==> src/sv/pbc_pkg.sv <==
`default_nettype none
package pbc_pkg;

   // Input beat actions.
   typedef enum logic [1:0] {
      ACT_LOAD_FIRST  = 2'd0,
      ACT_LOAD_SECOND = 2'd1,
      ACT_EVALUATE    = 2'd2,
      ACT_UNUSED      = 2'd3
   } action_type;

   // Result outcomes.
   typedef enum logic [1:0] {
      OUT_NONE    = 2'd0,
      OUT_OVERLAP = 2'd1,
      OUT_BOND    = 2'd2,
      OUT_SPARE   = 2'd3
   } outcome_type;

   // Configuration register indexes.
   localparam logic [2:0] CSR_BOX_X       = 3'd0;
   localparam logic [2:0] CSR_BOX_Y       = 3'd1;
   localparam logic [2:0] CSR_BOX_Z       = 3'd2;
   localparam logic [2:0] CSR_CUT_SQ      = 3'd3;
   localparam logic [2:0] CSR_COS_MAX     = 3'd4;
   localparam logic [2:0] CSR_PATCH_COUNT = 3'd5;

   localparam int CSR_ADDR_W = 3;
   localparam int CSR_DATA_W = 31;

   // Division runs one quotient bit per step over the 33-bit magnitude.
   localparam int DIV_STEPS  = 33;
   // Square root runs one result bit per step over a 48-bit radicand.
   localparam int SQRT_STEPS = 24;

   typedef enum logic [3:0] {
      ST_IDLE,
      ST_DIV_INIT,
      ST_DIV,
      ST_WRAP,
      ST_SQ,
      ST_CHECK,
      ST_SQRT,
      ST_THR,
      ST_RD_A,
      ST_DOT_A,
      ST_TEST_A,
      ST_RD_B,
      ST_DOT_B,
      ST_TEST_B
   } state_type;

   typedef struct packed {
      logic [30:0] box_x;
      logic [30:0] box_y;
      logic [30:0] box_z;
      logic [30:0] cut_sq;
      logic [15:0] cos_max;
      logic [3:0]  patch_count;
   } cfg_type;

   // Commands from the controller to the datapath.
   typedef struct packed {
      logic       load_first;
      logic       load_second;
      logic       capture;
      logic       div_init;
      logic       div_step;
      logic       wrap;
      logic       sq_step;
      logic       sqrt_init;
      logic       sqrt_step;
      logic       thr_load;
      logic       rd_en;
      logic       rd_second;
      logic       dot_clear;
      logic       dot_step;
      logic [1:0] axis;
      logic [1:0] comp;
   } cmd_type;

   // Status from the datapath to the controller.
   typedef struct packed {
      logic overlap;
      logic in_cut;
      logic pass_first;
      logic pass_second;
   } status_type;

endpackage
`default_nettype wire

==> src/sv/pbc_csr.sv <==
`default_nettype none
module pbc_csr (
   input  wire logic                           clock,
   input  wire logic                           reset,
   input  wire logic                           csr_we,
   input  wire logic [pbc_pkg::CSR_ADDR_W-1:0] csr_addr,
   input  wire logic [pbc_pkg::CSR_DATA_W-1:0] csr_wdata,
   output pbc_pkg::cfg_type                    cfg
);

   pbc_pkg::cfg_type cfg_ff, cfg_in;

   // Register write decode; indexes beyond the list are dropped.
   always_comb begin
      cfg_in = cfg_ff;
      if (csr_we) begin
         case (csr_addr)
            pbc_pkg::CSR_BOX_X:       cfg_in.box_x = csr_wdata;
            pbc_pkg::CSR_BOX_Y:       cfg_in.box_y = csr_wdata;
            pbc_pkg::CSR_BOX_Z:       cfg_in.box_z = csr_wdata;
            pbc_pkg::CSR_CUT_SQ:      cfg_in.cut_sq = csr_wdata;
            pbc_pkg::CSR_COS_MAX:     cfg_in.cos_max = csr_wdata[15:0];
            pbc_pkg::CSR_PATCH_COUNT: cfg_in.patch_count = csr_wdata[3:0];
            default: ;
         endcase
      end
   end

   always_ff @(posedge clock) begin
      if (reset) begin
         cfg_ff.box_x       <= 31'd655360;
         cfg_ff.box_y       <= 31'd655360;
         cfg_ff.box_z       <= 31'd655360;
         cfg_ff.cut_sq      <= 31'd79299;
         cfg_ff.cos_max     <= 16'd14189;
         cfg_ff.patch_count <= 4'd2;
      end else begin
         cfg_ff <= cfg_in;
      end
   end

   assign cfg = cfg_ff;

endmodule
`default_nettype wire

==> config.mk <==
export PLATFORM = sky130hd
export DESIGN_NAME = pbc_csr
export DESIGN_NICKNAME = d
export VERILOG_FILES = /design/src/sv/pbc_pkg.sv /design/src/sv/pbc_csr.sv
export SDC_FILE = /design/constraint.sdc
export NUM_CORES = 1
export LEC_CHECK = 0
export ABC_AREA = 1
export BUFFER_PORTS_ARGS = -buffer_cell sky130_fd_sc_hd__buf_4
export CAP_MARGIN = 20
export CORE_MARGIN = 10
export CORE_UTILIZATION = 46
export CTS_CLUSTER_DIAMETER = 30
export DETAILED_ROUTE_END_ITERATION = 8
export HOLD_SLACK_MARGIN = 0.03
export PLACE_DENSITY = 0.76
export SYNTH_ARGS = -nofsm -noshare
export SYNTH_HDL_FRONTEND = slang
export SYNTH_SLANG_ARGS = --single-unit
==> constraint.sdc <==
create_clock -name clock -period 1 [get_ports clock]
set_clock_uncertainty 0.15 [all_clocks]
set_input_delay 0.15 -clock clock [delete_from_list [all_inputs] [get_ports clock]]
set_output_delay 0.15 -clock clock [all_outputs]
set_load 0.02 [all_outputs]
* Yosys cells after proc, flatten, opt, wreduce, memory -nomap -nowiden
Index checks and enable logic that the tools add are counted.
** Storage, ports and cells
- Latch bits :: 0
- Bits in writable memories :: 0
- Memory bits (read-only) :: 0
- Memories :: 0
- Logic and storage cells :: 18
- Register bits after elaboration :: 144
** Cells by class
- Div/mod/pow operators :: 0
- Shift operators :: 0
- Muxes and demuxes :: 0
- Equal/unequal tests :: 5
- Reduce and logical (&&, ||, !) cells :: 7
- Magnitude comparators :: 0
- $mul :: 0
- Bitwise gates (word level) :: 0
- $add $sub $neg :: 0
** Operators by type and width (count)
- $reduce_and A2 Y1 :: 6
- $eq A3 B2 Y1 const B :: 2
- $eq A3 B3 Y1 const B :: 2
- $eq A3 B1 Y1 const B :: 1
- $logic_not A3 Y1 :: 1

* Logic depth before layout (Yosys ltp)
- Depth after elaboration :: 2
- Gate-level depth with buffers :: 7

* Worst setup path before layout
Ideal clock, no wire load.
- Path type :: input to register
- Start :: in csr_we
- End :: reg cfg_ff, in the netlist cfg[126]
- Path slack :: -0.099 ns
- Cell stages on the path :: 7
- Arrival time :: 0.836 ns
- Data required time :: 0.737 ns
- Buffers on the path :: 2
- Library setup time :: 0.113 ns
- Cells stage by stage :: inv_1 -> nor2_2 -> buf_2 -> buf_2 -> nand3_1 -> nand2_1 -> nor2_1
** Between the ends
- Word-level cells in the longest chain between the ends :: 1
** RTL lines
- start: declaration :: RTL line pbc_csr.sv:5 : input wire logic csr_we,
- $reduce_and A2 Y1 (no line)
- end signal: assignment :: RTL line pbc_csr.sv:38 : cfg_ff <= cfg_in;
- end: declaration :: RTL line pbc_csr.sv:11 : pbc_pkg::cfg_type cfg_ff, cfg_in;
No other way between the ends.
A chain may end at the register's enable or synchronous reset.

* Worst setup path in the final report
- Start :: reg cfg_ff, in the netlist cfg[37]
- End :: out cfg[37] (netlist bit)
** RTL lines
- end: declaration :: RTL line pbc_csr.sv:8 : output pbc_pkg::cfg_type cfg
No word-level cell between the ends.

==> flow_summary.json <==
{
  "dp_hpwl_um": 13460,
  "n_antenna_cell": 0,
  "postSynthAreaPerCell_um2": 7.109,
  "p_total_mw": 15.01,
  "synth_mux_area_share_pct": 0,
  "synth_seq_cells": 144,
  "die_w_um": 131.5,
  "cpMaxStageDelayCell": "dfxtp_2",
  "min_from": "csr_wdata[28]",
  "rsz0062_at_grt": "true",
  "hold_class": "in -> reg",
  "synth_simple_gate_area_share_pct": 41.64,
  "synth_area_um2": 5715,
  "path_buf_inv": 1,
  "nNetsFinal": 1074,
  "drtIter0Drc": 605,
  "place_congestion": 0.8596,
  "postLayoutCellArea_um2": 9255,
  "finalCritPeriodShare_pct": 122.0,
  "port_buffers": 180,
  "setup_slack_ns": -0.2197,
  "slew_headroom_pct": 77.50,
  "cp-end-kind": "output port",
  "synth_nets": 841,
  "cts.sinks": 144,
  "overflow": 0,
  "cts_buffer_depth": 2,
  "path_delay_family": "flip-flops",
  "vdd_drop_max_v": 0.001565,
  "start_kind": "flip-flop",
  "start_util_pct": 47.19,
  "wl_per_cell_um": 16.88,
  "drc": 0,
  "critical_path_class": "reg -> out",
  "grt_pass1_vias": 6054,
  "r2r_start": "cfg[11]$_SDFFE_PP0P_",
  "viasPerCell": 5.030,
  "whs_ns": -0.01875,
  "drv_cap": 0,
  "slew_viol_final": 0,
  "synth_fa_ha_area_share_pct": 0,
  "grt_antenna_before_repair": 0,
  "hold_path_end": "cfg[141]$_SDFFE_PP0P_",
  "crit_path_max_incr_delay_ns": 0.36,
  "via_count": 6127,
  "largest_reg_flops": 144,
  "synth_top_family_by_area": "simple AND/OR/NAND/NOR gates",
  "grt_pass1_wl_um": 31840,
  "path_clk_slew_ns": 0.06,
  "drive_gt1_share_pct": 43.33,
  "dieArea_um2": 17280,
  "crit_chain": "buf_6",
  "final-setup-viol-count": 153,
  "status": "finished with violations",
  "power_density_nw_per_um2": 1622,
  "htreeDepth": 4,
  "clock_latency_ns": 0.43,
  "fmax_mhz": 819.9,
  "violations": "hold timing, setup timing",
  "cts_tree": "built",
  "ios": 181,
  "p_leak_nw": 4.260,
  "hold_violations": 2,
  "cp_max_fo": 2,
  "cp.arrival_ns": 0.92,
  "place_area_um2": 7471,
  "core_um2": 12110,
  "required_ns": 0.70,
  "fill_cells": 852,
  "synth_compound_area_share_pct": 0.08757,
  "reg2reg_slack_ns": 0.09,
  "yosys.cell_types.count": 16,
  "fp.dieH_um": 131.5,
  "yosysSeqAreaShare_pct": 50.44,
  "grt_max_degree": 44,
  "holdPathStages": 5,
  "grt_use_total_pct": 22.83,
  "r2r.worst_path.cells": 3,
  "ys_warn_count": 0,
  "dr.pass1.iters": 5,
  "period_minus_slack_ns": 1.220,
  "root_buffer": "clkbuf_16",
  "worstMarginPinSlew_ns": 0.3362,
  "syn2layout_area_growth_pct": 61.93,
  "cts_buffers": 17,
  "synth-xor-area-share_pct": 0,
  "routed_wl_um": 20560,
  "num_rows": 40,
  "worst_r2r_endpoint": "cfg[11]$_SDFFE_PP0P_",
  "netlist_instances": 804,
  "detail-route-antenna-nets": 0
}
[kinds of logic (layout without fill, tap and decap cells)]
group,Yosys count,after routing
AO/OA/AOI/OAI,1,1
buffers and inverters,89,335
flip-flops,144,144
AND/OR/NAND/NOR,570,570
[Yosys cell counts]
cell / count / area, um2
nand2_2: 3 / 18.77
buf_1: 9 / 33.78
buf_4: 8 / 60.06
nand3_1: 144 / 720.7
nand2_1: 177 / 664.4
clkbuf_1: 7 / 26.28
dfxtp_1: 144 / 2883
buf_2: 19 / 95.09
nor2_4: 6 / 67.56
inv_1: 33 / 123.9
buf_6: 8 / 90.09
o21ai_0: 1 / 5.000
clkinv_1: 1 / 3.750
nor2_2: 3 / 18.77
inv_2: 4 / 15.01
nor2_1: 237 / 889.6
[worst max-delay path by stage]
stage	from	end	cells after the start
5_1_grt	cfg[39]$_SDFFE_PP0P_	cfg[39]	1
6_report	cfg[37]$_SDFFE_PP0P_	cfg[37]	1
3_3_place_gp	csr_addr[0]	cfg[122]$_SDFFE_PP0P_	7
3_5_place_dp	csr_addr[0]	cfg[123]$_SDFFE_PP0P_	7
4_1_cts	cfg[37]$_SDFFE_PP0P_	cfg[37]	1
2_1_floorplan	reset	cfg[101]$_SDFFE_PP1P_	4
[routing by layer]
layer | track usage [%] | part of all wire, %
met1 | 25.50 | 40
met2 | 37.16 | 48
met3 | 9.413 | 9.9
met4 | 10.57 | 2.9
met5 | 0 | 0
[area by class of cell]
cell class | instances | area [um2] | share of cell area (%)
Sequential cell | 144 | 3063 | 33.09
Timing Repair Buffer | 265 | 2785 | 30.09
Multi-Input combinational cell | 571 | 2412 | 26.06
Clock buffer | 22 | 474.2 | 5.124
Tap cell | 168 | 210.2 | 2.271
Clock inverter | 10 | 157.7 | 1.703
Inverter | 38 | 152.6 | 1.649
[report_power, final]
group	switching (mW)	internal, mW
Combinational	1.15	0.947
Clock	2.42	4.36
Sequential	0.152	5.98
[worst register-to-register path, delay by kind of cell, from the launching register on]
family	cells	cell delay [ns]
buffers and inverters	1	0.13
flip-flops	1	0.33
AND/OR/NAND/NOR	2	0.20
[cell usage in the layout (no fill, tap or decap), drive strengths merged]
master / count
nand3: 144
dfxtp: 144
nand2: 180
clkinv: 7
o21ai: 1
inv: 36
clkbuf: 22
nor2: 246
dlygate4sd3: 27
buf: 238
bufinv: 4
clkinvlp: 1
[stage by stage]
| stage | TNS (ns) | util [%] | instances | worst slack, ns | hold WS [ns] |
|---|---|---|---|---|---|
| 2_1_floorplan | -3.108 | - | 804 | -0.06295 | 0.1132 |
| 3_3_place_gp | -26.70 | 61.68 | 1141 | -0.2406 | 0.2109 |
| 3_5_place_dp | -29.68 | 61.68 | 1141 | -0.2600 | 0.2123 |
| 4_1_cts | -28.54 | 75.37 | 1205 | -0.2176 | -0.1423 |
| 5_1_grt | -30.48 | 76.42 | 1218 | -0.2390 | -0.001456 |
| 6_report | -26.56 | 76.42 | 1218 | -0.2197 | -0.01875 |
[timing repair]
action	CTS	global route
hold endpoints to repair	129	30
setup buffers	6	12
gates resized for setup	288	26
setup endpoints to repair	144	211
gates cloned	0	0
hold buffers	26	7
No activity file was read; power rests on OpenSTA's default activity.
