[src/sv/pbc_pkg.sv]
`default_nettype none
package pbc_pkg;

   // Input beat actions.
   typedef enum logic [1:0] {
      ACT_LOAD_FIRST  = 2'd0,
      ACT_LOAD_SECOND = 2'd1,
      ACT_EVALUATE    = 2'd2,
      ACT_UNUSED      = 2'd3
   } action_type;

   // Result outcomes.
   typedef enum logic [1:0] {
      OUT_NONE    = 2'd0,
      OUT_OVERLAP = 2'd1,
      OUT_BOND    = 2'd2,
      OUT_SPARE   = 2'd3
   } outcome_type;

   // Configuration register indexes.
   localparam logic [2:0] CSR_BOX_X       = 3'd0;
   localparam logic [2:0] CSR_BOX_Y       = 3'd1;
   localparam logic [2:0] CSR_BOX_Z       = 3'd2;
   localparam logic [2:0] CSR_CUT_SQ      = 3'd3;
   localparam logic [2:0] CSR_COS_MAX     = 3'd4;
   localparam logic [2:0] CSR_PATCH_COUNT = 3'd5;

   localparam int CSR_ADDR_W = 3;
   localparam int CSR_DATA_W = 31;

   // Division runs one quotient bit per step over the 33-bit magnitude.
   localparam int DIV_STEPS  = 33;
   // Square root runs one result bit per step over a 48-bit radicand.
   localparam int SQRT_STEPS = 24;

   typedef enum logic [3:0] {
      ST_IDLE,
      ST_DIV_INIT,
      ST_DIV,
      ST_WRAP,
      ST_SQ,
      ST_CHECK,
      ST_SQRT,
      ST_THR,
      ST_RD_A,
      ST_DOT_A,
      ST_TEST_A,
      ST_RD_B,
      ST_DOT_B,
      ST_TEST_B
   } state_type;

   typedef struct packed {
      logic [30:0] box_x;
      logic [30:0] box_y;
      logic [30:0] box_z;
      logic [30:0] cut_sq;
      logic [15:0] cos_max;
      logic [3:0]  patch_count;
   } cfg_type;

   // Commands from the controller to the datapath.
   typedef struct packed {
      logic       load_first;
      logic       load_second;
      logic       capture;
      logic       div_init;
      logic       div_step;
      logic       wrap;
      logic       sq_step;
      logic       sqrt_init;
      logic       sqrt_step;
      logic       thr_load;
      logic       rd_en;
      logic       rd_second;
      logic       dot_clear;
      logic       dot_step;
      logic [1:0] axis;
      logic [1:0] comp;
   } cmd_type;

   // Status from the datapath to the controller.
   typedef struct packed {
      logic overlap;
      logic in_cut;
      logic pass_first;
      logic pass_second;
   } status_type;

endpackage
`default_nettype wire

[src/sv/pbc_ctrl.sv]
`default_nettype none
module pbc_ctrl #(
   parameter int MAX_PATCHES = 8,
   localparam int IDX_W = (MAX_PATCHES > 1) ? $clog2(MAX_PATCHES) : 1
) (
   input  wire logic                 clock,
   input  wire logic                 reset,
   input  wire logic                 start,
   input  wire logic [1:0]           req_action,
   input  wire logic [3:0]           patch_count,
   input  wire pbc_pkg::status_type  status,
   output pbc_pkg::cmd_type          cmd,
   output logic [IDX_W-1:0]          rd_idx,
   output logic                      busy,
   output logic                      rsp_valid,
   output logic [1:0]                rsp_outcome,
   output logic [2:0]                rsp_first_patch,
   output logic [2:0]                rsp_second_patch
);

   localparam int CNT_W = $clog2(MAX_PATCHES + 1);

   pbc_pkg::state_type state_ff, state_in;
   logic [5:0]       step_ff, step_in;
   logic [1:0]       axis_ff, axis_in;
   logic [1:0]       comp_ff, comp_in;
   logic [CNT_W-1:0] i_ff, i_in, j_ff, j_in, count;
   logic             rv_ff, rv_in;
   logic [1:0]       ro_ff, ro_in;
   logic [2:0]       rf_ff, rf_in, rs_ff, rs_in;
   logic             last_i, last_j;

   assign count = ({1'b0, patch_count} > 5'(MAX_PATCHES)) ? CNT_W'(MAX_PATCHES)
                                                          : CNT_W'(patch_count);
   assign last_i = (i_ff + CNT_W'(1)) == count;
   assign last_j = (j_ff + CNT_W'(1)) == count;

   always_ff @(posedge clock) begin
      if (reset) begin
         state_ff <= pbc_pkg::ST_IDLE;
         rv_ff    <= 1'b0;
      end else begin
         state_ff <= state_in;
         rv_ff    <= rv_in;
      end
      step_ff <= step_in;
      axis_ff <= axis_in;
      comp_ff <= comp_in;
      i_ff    <= i_in;
      j_ff    <= j_in;
      ro_ff   <= ro_in;
      rf_ff   <= rf_in;
      rs_ff   <= rs_in;
   end

   // Next state, commands and result beat.
   always_comb begin
      state_in = state_ff;
      step_in  = step_ff;
      axis_in  = axis_ff;
      comp_in  = comp_ff;
      i_in     = i_ff;
      j_in     = j_ff;
      rv_in    = 1'b0;
      ro_in    = ro_ff;
      rf_in    = rf_ff;
      rs_in    = rs_ff;
      cmd      = '0;
      cmd.axis = axis_ff;
      cmd.comp = comp_ff;
      rd_idx   = i_ff[IDX_W-1:0];
      case (state_ff)
         pbc_pkg::ST_IDLE: begin
            if (start) begin
               case (req_action)
                  pbc_pkg::ACT_LOAD_FIRST:  cmd.load_first = 1'b1;
                  pbc_pkg::ACT_LOAD_SECOND: cmd.load_second = 1'b1;
                  pbc_pkg::ACT_EVALUATE: begin
                     cmd.capture = 1'b1;
                     axis_in     = 2'd0;
                     state_in    = pbc_pkg::ST_DIV_INIT;
                  end
                  default: ;
               endcase
            end
         end
         pbc_pkg::ST_DIV_INIT: begin
            cmd.div_init = 1'b1;
            step_in      = '0;
            state_in     = pbc_pkg::ST_DIV;
         end
         pbc_pkg::ST_DIV: begin
            cmd.div_step = 1'b1;
            step_in      = step_ff + 6'd1;
            if (step_ff == 6'(pbc_pkg::DIV_STEPS - 1)) begin
               state_in = pbc_pkg::ST_WRAP;
            end
         end
         pbc_pkg::ST_WRAP: begin
            cmd.wrap = 1'b1;
            if (axis_ff == 2'd2) begin
               comp_in  = 2'd0;
               state_in = pbc_pkg::ST_SQ;
            end else begin
               axis_in  = axis_ff + 2'd1;
               state_in = pbc_pkg::ST_DIV_INIT;
            end
         end
         pbc_pkg::ST_SQ: begin
            cmd.sq_step = 1'b1;
            comp_in     = comp_ff + 2'd1;
            if (comp_ff == 2'd2) begin
               state_in = pbc_pkg::ST_CHECK;
            end
         end
         pbc_pkg::ST_CHECK: begin
            rf_in = 3'd0;
            rs_in = 3'd0;
            if (status.overlap) begin
               rv_in    = 1'b1;
               ro_in    = pbc_pkg::OUT_OVERLAP;
               state_in = pbc_pkg::ST_IDLE;
            end else if (!status.in_cut || count == '0) begin
               rv_in    = 1'b1;
               ro_in    = pbc_pkg::OUT_NONE;
               state_in = pbc_pkg::ST_IDLE;
            end else begin
               cmd.sqrt_init = 1'b1;
               step_in       = '0;
               state_in      = pbc_pkg::ST_SQRT;
            end
         end
         pbc_pkg::ST_SQRT: begin
            cmd.sqrt_step = 1'b1;
            step_in       = step_ff + 6'd1;
            if (step_ff == 6'(pbc_pkg::SQRT_STEPS - 1)) begin
               state_in = pbc_pkg::ST_THR;
            end
         end
         pbc_pkg::ST_THR: begin
            cmd.thr_load = 1'b1;
            i_in         = '0;
            state_in     = pbc_pkg::ST_RD_A;
         end
         pbc_pkg::ST_RD_A: begin
            cmd.rd_en     = 1'b1;
            cmd.dot_clear = 1'b1;
            comp_in       = 2'd0;
            state_in      = pbc_pkg::ST_DOT_A;
         end
         pbc_pkg::ST_DOT_A: begin
            cmd.dot_step = 1'b1;
            comp_in      = comp_ff + 2'd1;
            if (comp_ff == 2'd2) begin
               state_in = pbc_pkg::ST_TEST_A;
            end
         end
         pbc_pkg::ST_TEST_A: begin
            if (status.pass_first) begin
               j_in     = '0;
               state_in = pbc_pkg::ST_RD_B;
            end else if (last_i) begin
               rv_in    = 1'b1;
               ro_in    = pbc_pkg::OUT_NONE;
               state_in = pbc_pkg::ST_IDLE;
            end else begin
               i_in     = i_ff + CNT_W'(1);
               state_in = pbc_pkg::ST_RD_A;
            end
         end
         pbc_pkg::ST_RD_B: begin
            cmd.rd_en     = 1'b1;
            cmd.rd_second = 1'b1;
            cmd.dot_clear = 1'b1;
            rd_idx        = j_ff[IDX_W-1:0];
            comp_in       = 2'd0;
            state_in      = pbc_pkg::ST_DOT_B;
         end
         pbc_pkg::ST_DOT_B: begin
            cmd.dot_step = 1'b1;
            comp_in      = comp_ff + 2'd1;
            if (comp_ff == 2'd2) begin
               state_in = pbc_pkg::ST_TEST_B;
            end
         end
         pbc_pkg::ST_TEST_B: begin
            if (status.pass_second) begin
               rv_in    = 1'b1;
               ro_in    = pbc_pkg::OUT_BOND;
               rf_in    = 3'(i_ff);
               rs_in    = 3'(j_ff);
               state_in = pbc_pkg::ST_IDLE;
            end else if (!last_j) begin
               j_in     = j_ff + CNT_W'(1);
               state_in = pbc_pkg::ST_RD_B;
            end else if (last_i) begin
               rv_in    = 1'b1;
               ro_in    = pbc_pkg::OUT_NONE;
               state_in = pbc_pkg::ST_IDLE;
            end else begin
               i_in     = i_ff + CNT_W'(1);
               state_in = pbc_pkg::ST_RD_A;
            end
         end
         default: state_in = pbc_pkg::ST_IDLE;
      endcase
   end

   assign busy             = state_ff != pbc_pkg::ST_IDLE;
   assign rsp_valid        = rv_ff;
   assign rsp_outcome      = ro_ff;
   assign rsp_first_patch  = rf_ff;
   assign rsp_second_patch = rs_ff;

endmodule
`default_nettype wire

[config.mk]
export PLATFORM = sky130hd
export DESIGN_NAME = pbc_ctrl
export DESIGN_NICKNAME = d
export VERILOG_FILES = /design/src/sv/pbc_pkg.sv /design/src/sv/pbc_ctrl.sv
export SDC_FILE = /design/constraint.sdc
export NUM_CORES = 1
export LEC_CHECK = 0
export ABC_AREA = 1
export BUFFER_PORTS_ARGS = -buffer_cell sky130_fd_sc_hd__buf_2
export CORE_UTILIZATION = 58
export CTS_CLUSTER_SIZE = 24
export DETAILED_ROUTE_END_ITERATION = 8
export GPL_TIMING_DRIVEN = 0
export HOLD_SLACK_MARGIN = 0.08
export PLACE_DENSITY = 0.85
export SYNTH_ARGS = -nofsm -noshare
export SYNTH_HDL_FRONTEND = slang
export SYNTH_SLANG_ARGS = --single-unit
[constraint.sdc]
create_clock -name clock -period 4.3 [get_ports clock]
set_input_delay 0.86 -clock clock [delete_from_list [all_inputs] [get_ports clock]]
set_output_delay 0.86 -clock clock [all_outputs]
set_load 0.02 [all_outputs]
Yosys cells after proc, flatten, opt, wreduce, memory -nomap -nowiden

Index checks and enable logic that the tools add are counted.
Widths: inputs -> output; s select.

Bits in latches: 0
Memory bits (writable): 0
Input port bits: 13
Logic and storage cells: 151
Flip-flop bits (word level): 31
Bits in read-only memories: 0
Memories: 0

Magnitude comparators: 1
Muxes and demuxes: 70
$mul: 0
Reductions and logical operators: 25
Div/mod/pow operators: 0
Add/sub/neg operators: 5
Bitwise gates (word level): 0
Shift-type cells: 0
Equality and inequality tests: 40

Operators by type and width:

| operator            | number |
|---|---|
| $mux 4              | 20 |
| $pmux 4 s14         | 1 |
| $ne 2x2->1 const B  | 16 |
| $eq 4x4->1 const B  | 6 |
| $mux 1              | 21 |
| $mux 3              | 7 |
| $mux 2              | 10 |
| $pmux 6 s3          | 1 |
| $eq 4x3->1 const B  | 4 |
| $reduce_and 4->1    | 4 |
| $mux 6              | 2 |
| $pmux 2 s3          | 2 |
| $pmux 3 s2          | 2 |
| $pmux 4 s3          | 1 |
| $reduce_bool 3->1   | 4 |
| $add 4x1->4 const B | 2 |
| $eq 4x2->1 const B  | 2 |
| $eq 4x4->1          | 2 |
| $logic_not 4->1     | 2 |
| $pmux 4 s2          | 1 |
| $reduce_and 7->1    | 1 |
| $add 6x1->6 const B | 1 |
| $eq 2x2->1 const B  | 3 |
| $eq 6x5->1 const B  | 1 |
| other kinds (18)    | 25 |

Longest topological paths before layout

Word-level depth: 7
Mapped depth: 11

Worst setup path before layout

No wires, ideal clock.

Kind: input to output
From: input port req_action[1]
To: output port cmd[16] in the netlist's numbering
Slack: 2.002 ns
Stages: 3
Data arrival time: 1.438 ns
Path buffers: 0
Cell sequence: inv_1 nand2_1 nor3_1

RTL lines:

| what        | line           | text |
|---|---|---|
| from (decl) | pbc_ctrl.sv:9  | `input wire logic [1:0] req_action,` |
| to (decl)   | pbc_ctrl.sv:12 | `output pbc_pkg::cmd_type cmd,` |

Worst setup path in the final report

From: register state_ff[0]
To: output port rd_idx[0]

Longest elaborated chain between the ends: 2

RTL lines:

| what                   | line           | text |
|---|---|---|
| from (decl)            | pbc_ctrl.sv:23 | `pbc_pkg::state_type state_ff, state_in;` |
| from (signal assigned) | pbc_ctrl.sv:40 | `state_ff <= pbc_pkg::ST_IDLE;` |
| from (signal assigned) | pbc_ctrl.sv:43 | `state_ff <= state_in;` |
| $eq 4x4->1             | pbc_ctrl.sv:72 | `case (state_ff)` |
| $mux 3                 | pbc_ctrl.sv:72 |  |
| to (decl)              | pbc_ctrl.sv:13 | `output logic [IDX_W-1:0] rd_idx,` |

Every way passes these cells.

==> results.txt <==
The die outline height came out at 60.2 um. In this run the tightest slew margin relative to its limit is 58.2%. In this run the worst hold path is classified as reg2reg.

The first routing iteration left 103 violations. For the detailed-route wire length, the log shows 4090 um. The clock tree buffer depth was 2; the number of buffers inserted by post-CTS setup repair was 0.

The logs give 4 for the detailed-router iteration count before antenna repair and 271 for the number of fill cells in the layout. The count of pins over their slew limit was 0; the insertion delay of the later-clocked pin in the worst-skew pair was 330 ps. The post-synthesis area per instance is 7.58 um^2. STA classifies the critical path startpoint as a flip-flop. The number of instances in the placed design was 346; the clock buffer count from CTS was 5.

The hold path startpoint is axis_ff[0]$_SDFFCE_PN0P_. At the worst endpoint, the required time is 3440 ps. Yosys mapped the design onto 33 distinct sky130hd cell types.

After synthesis the netlist holds a flip-flop and latch count of 31. The die extent in x is 60.2 um, and the sum of net half-perimeters after detailed placement is 3270 um. The combined global-route utilization of all metal layers was 26.2%. For this design, the sink count on the clock tree is 31. Of the total synthesized cell area, the portion taken by full adders, half adders and majority gates is 3.82%.

The H-tree depth came out at 2. Dividing total power by cell area gives a power density of 247 mW/mm^2. The analysis attributes to cell leakage a power of 1.06 nW. The delay contributed by the slowest stage of the critical path is 430 ps, and the count of buffers from port buffering is 43. Setup repair after global routing left no endpoint under its margin. The final setup violation count was 0. Dividing the detail-routed wire length by the instance count gives 11.5 um.

The run gives 1730 ps as the final worst-path setup slack. STA classifies the critical path endpoint as a primary output. Final weighted congestion of routability-driven global placement: 0.910.

At the pin with the least slew margin, the transition time is 623 ps. The run gives 0 as the count of endpoints failing hold in the final timing report. Setup total negative slack on the finished layout was measured at 0 ps.

The number of routed nets with antenna violations was 0. The post-route netlist has 22.3% of its cells at a drive strength greater than 1. The count of unresolved DRC violations after routing came out at 0.

In this design, the critical path's most frequently occurring cell is nand2_1. The library cell contributing the largest single delay on the critical path was nor2_1. The floorplan step defined a die boundary enclosing 0.00362 mm^2. Traced cell by cell, the critical path runs through nand2_1, nor2_1, nand2_1, o21ai_0, buf_2.

Dividing the final minimum period by the clock period gives 59.8%. The post-cts gate resize count is 0, and the multiplexer area fraction after synthesis is 0%. Entering global routing, the biggest net connects 11 pins. The final layout contains 328 nets. Main combinational cell family by area after synthesis: simple AND/OR/NAND/NOR gates.

The max-capacitance violation count is 0. TritonCTS built the clock tree. The number of nets in the synthesized netlist is 278. The floorplan has 20 rows. The synthesized netlist devotes 29.7% of its cell area to simple gates. The cell count after synthesis is 259. The critical path is of the reg2out type.

The share of the Yosys chip area taken by registers is 44.8%. STA puts the critical path data arrival time at 1710 ps. Minimum clock period: 2570 ps. Of the total synthesized cell area, the portion taken by XOR and XNOR cells is 0.892%.

For the number of warning messages in the yosys log, the log shows 0. The cell area that synthesis handed to floorplanning was 0.00196 mm^2. The post-detailed-route via-to-cell ratio is 5.26. Derived from the worst setup path, the maximum achievable clock frequency is 0.389 GHz. The first global-routing pass estimated 7030 um of wire. The tools report the number of diodes as 0. The run finished with clean final reports.

The run gives 354 as the final non-filler cell total. The critical path starts at state_ff[0]$_SDFFE_PP0P_. The worst register-to-register path begins at j_ff[0]$_SDFFCE_PN0P_.

For the final database, setup skew stands at 11.4 ps. For the post-placement worst setup slack, the log shows 1770 ps. In this run the clock root is driven by a clkbuf_4.

The growth of design area from synthesis to finish is 16.2%, and the compound-gate portion of the synthesized area is 11.1%. For this run, the share of the core covered by cells in the final layout is 73.0%. Across the VDD grid, the largest voltage drop is 0.000168 V. The count of hold-fix buffers inserted at cts is 0.

The number of global-route vias before repair is 1669, and the initial antenna violation count is 0. The clock transition at the register clock pins on the worst setup and hold paths after CTS was 80 ps; the initial cell density of the core was 62.8%. In this run the count of I/O pins placed on the die edge is 44. The core region is 0.00313 mm^2. The worst-path maximum fanout is 8, and the number of vias after detailed routing is 1861. The run gives 0 as the final global-route overflow total.
-- Yosys cell counts (all sizes together) --
library cell | number | area [um^2]
a211oi | 1 | 7.51
a21oi | 13 | 65.1
a31oi | 4 | 25.0
a41oi | 1 | 8.76
buf | 2 | 12.5
clkbuf | 1 | 3.75
dfxtp | 5 | 100
edfxtp | 26 | 781
ha | 6 | 75.1
inv | 46 | 173
nand2 | 51 | 204
nand3 | 24 | 120
nand3b | 1 | 7.51
nand4 | 5 | 31.3
nor2 | 45 | 184
nor3 | 4 | 25.0
o211ai | 1 | 7.51
o21ai | 17 | 88.8
o21bai | 1 | 7.51
o31ai | 1 | 7.51
or2 | 2 | 12.5
xnor2 | 1 | 8.76
xor2 | 1 | 8.76
-- layout by cell type (no fill, tap or decap), drive strengths merged, types with 2 or more instances in the layout --
cell    Yosys  layout
nor2       45      45
nand4       5       5
ha          6       6
a21oi      13      13
buf         2      45
clkinv      0       2
nor3        4       4
edfxtp     26      26
a31oi       4       4
inv        46      46
nand3      24      24
or2         2       2
clkbuf      1       7
nand2      51      51
o21ai      17      17
dfxtp       5       5
-- flip-flops by register name (all words and copies together) (netlist names) --
register / flops
axis_ff: 2
state_ff: 4
rsp_second_patch: 3
step_ff: 6
j_ff: 4
rsp_first_patch: 3
rsp_outcome: 2
i_ff: 4
comp_ff: 2
rsp_valid: 1
-- power breakdown --
| group | leakage [nW] | internal, W | switching [W] | total, W |
|---|---|---|---|---|
| clock | 0.0273 | 0.0000604 | 0.0000956 | 0.000156 |
| sequential | 0.276 | 0.000331 | 0.00000695 | 0.000338 |
| combinational | 0.761 | 0.0000233 | 0.0000466 | 0.0000699 |
-- final timing paths --
path	cells after the start	to	slack (ps)
worst max-delay path	5	rd_idx[0]	1730
worst min-delay path	1	axis_ff[0]$_SDFFCE_PN0P_	580
worst max register to register	7	i_ff[0]$_SDFFCE_PP0P_	2050
worst min register to register	1	axis_ff[0]$_SDFFCE_PN0P_	580
-- layer usage --
layer,GRT usage [%],vias up,part of all wire [%]
li1,-,951,-
met5,0,-,0
met1,35.1,832,46
met4,11.6,0,2.0
met3,6.06,9,6.5
met2,40.2,69,45
-- final cells by class --
cell class                 instances  area [um^2]  area share (%)
clock buffer                       6         41.3            1.81
tap                               44         55.1            2.41
buffer                             3         16.3           0.712
clock inverter                     2         7.51           0.329
sequential                        31          881            38.6
timing repair buffer              43          215            9.42
inverter                          46          173            7.56
multi-input combinational        179          895            39.2
-- cell families after synthesis --
logic type / after synthesis
flip-flops: 31
adder cells (fa/ha/maj): 6
AND/OR/NAND/NOR: 132
AO/OA/AOI/OAI: 39
XOR/XNOR: 2
buffers and inverters: 49
-- worst max-delay path: cells and delay by family (launching register included) --
kind | cells | cell delay (ps)
AO/OA/AOI/OAI | 1 | 100
buffers and inverters | 1 | 190
flip-flops | 1 | 420
AND/OR/NAND/NOR | 3 | 680
-- stage by stage --
stage                     hold slack (ps)  area, um^2  power, W
after CTS                             585        2280  0.000564
after global routing                  617        2280  0.000586
final                                 582        2280  0.000564
after floorplan                       575        1960  0.000391
after global placement                559        2230  0.000412
after detailed placement              562        2230  0.000414
(Power assumes the default switching activity.)
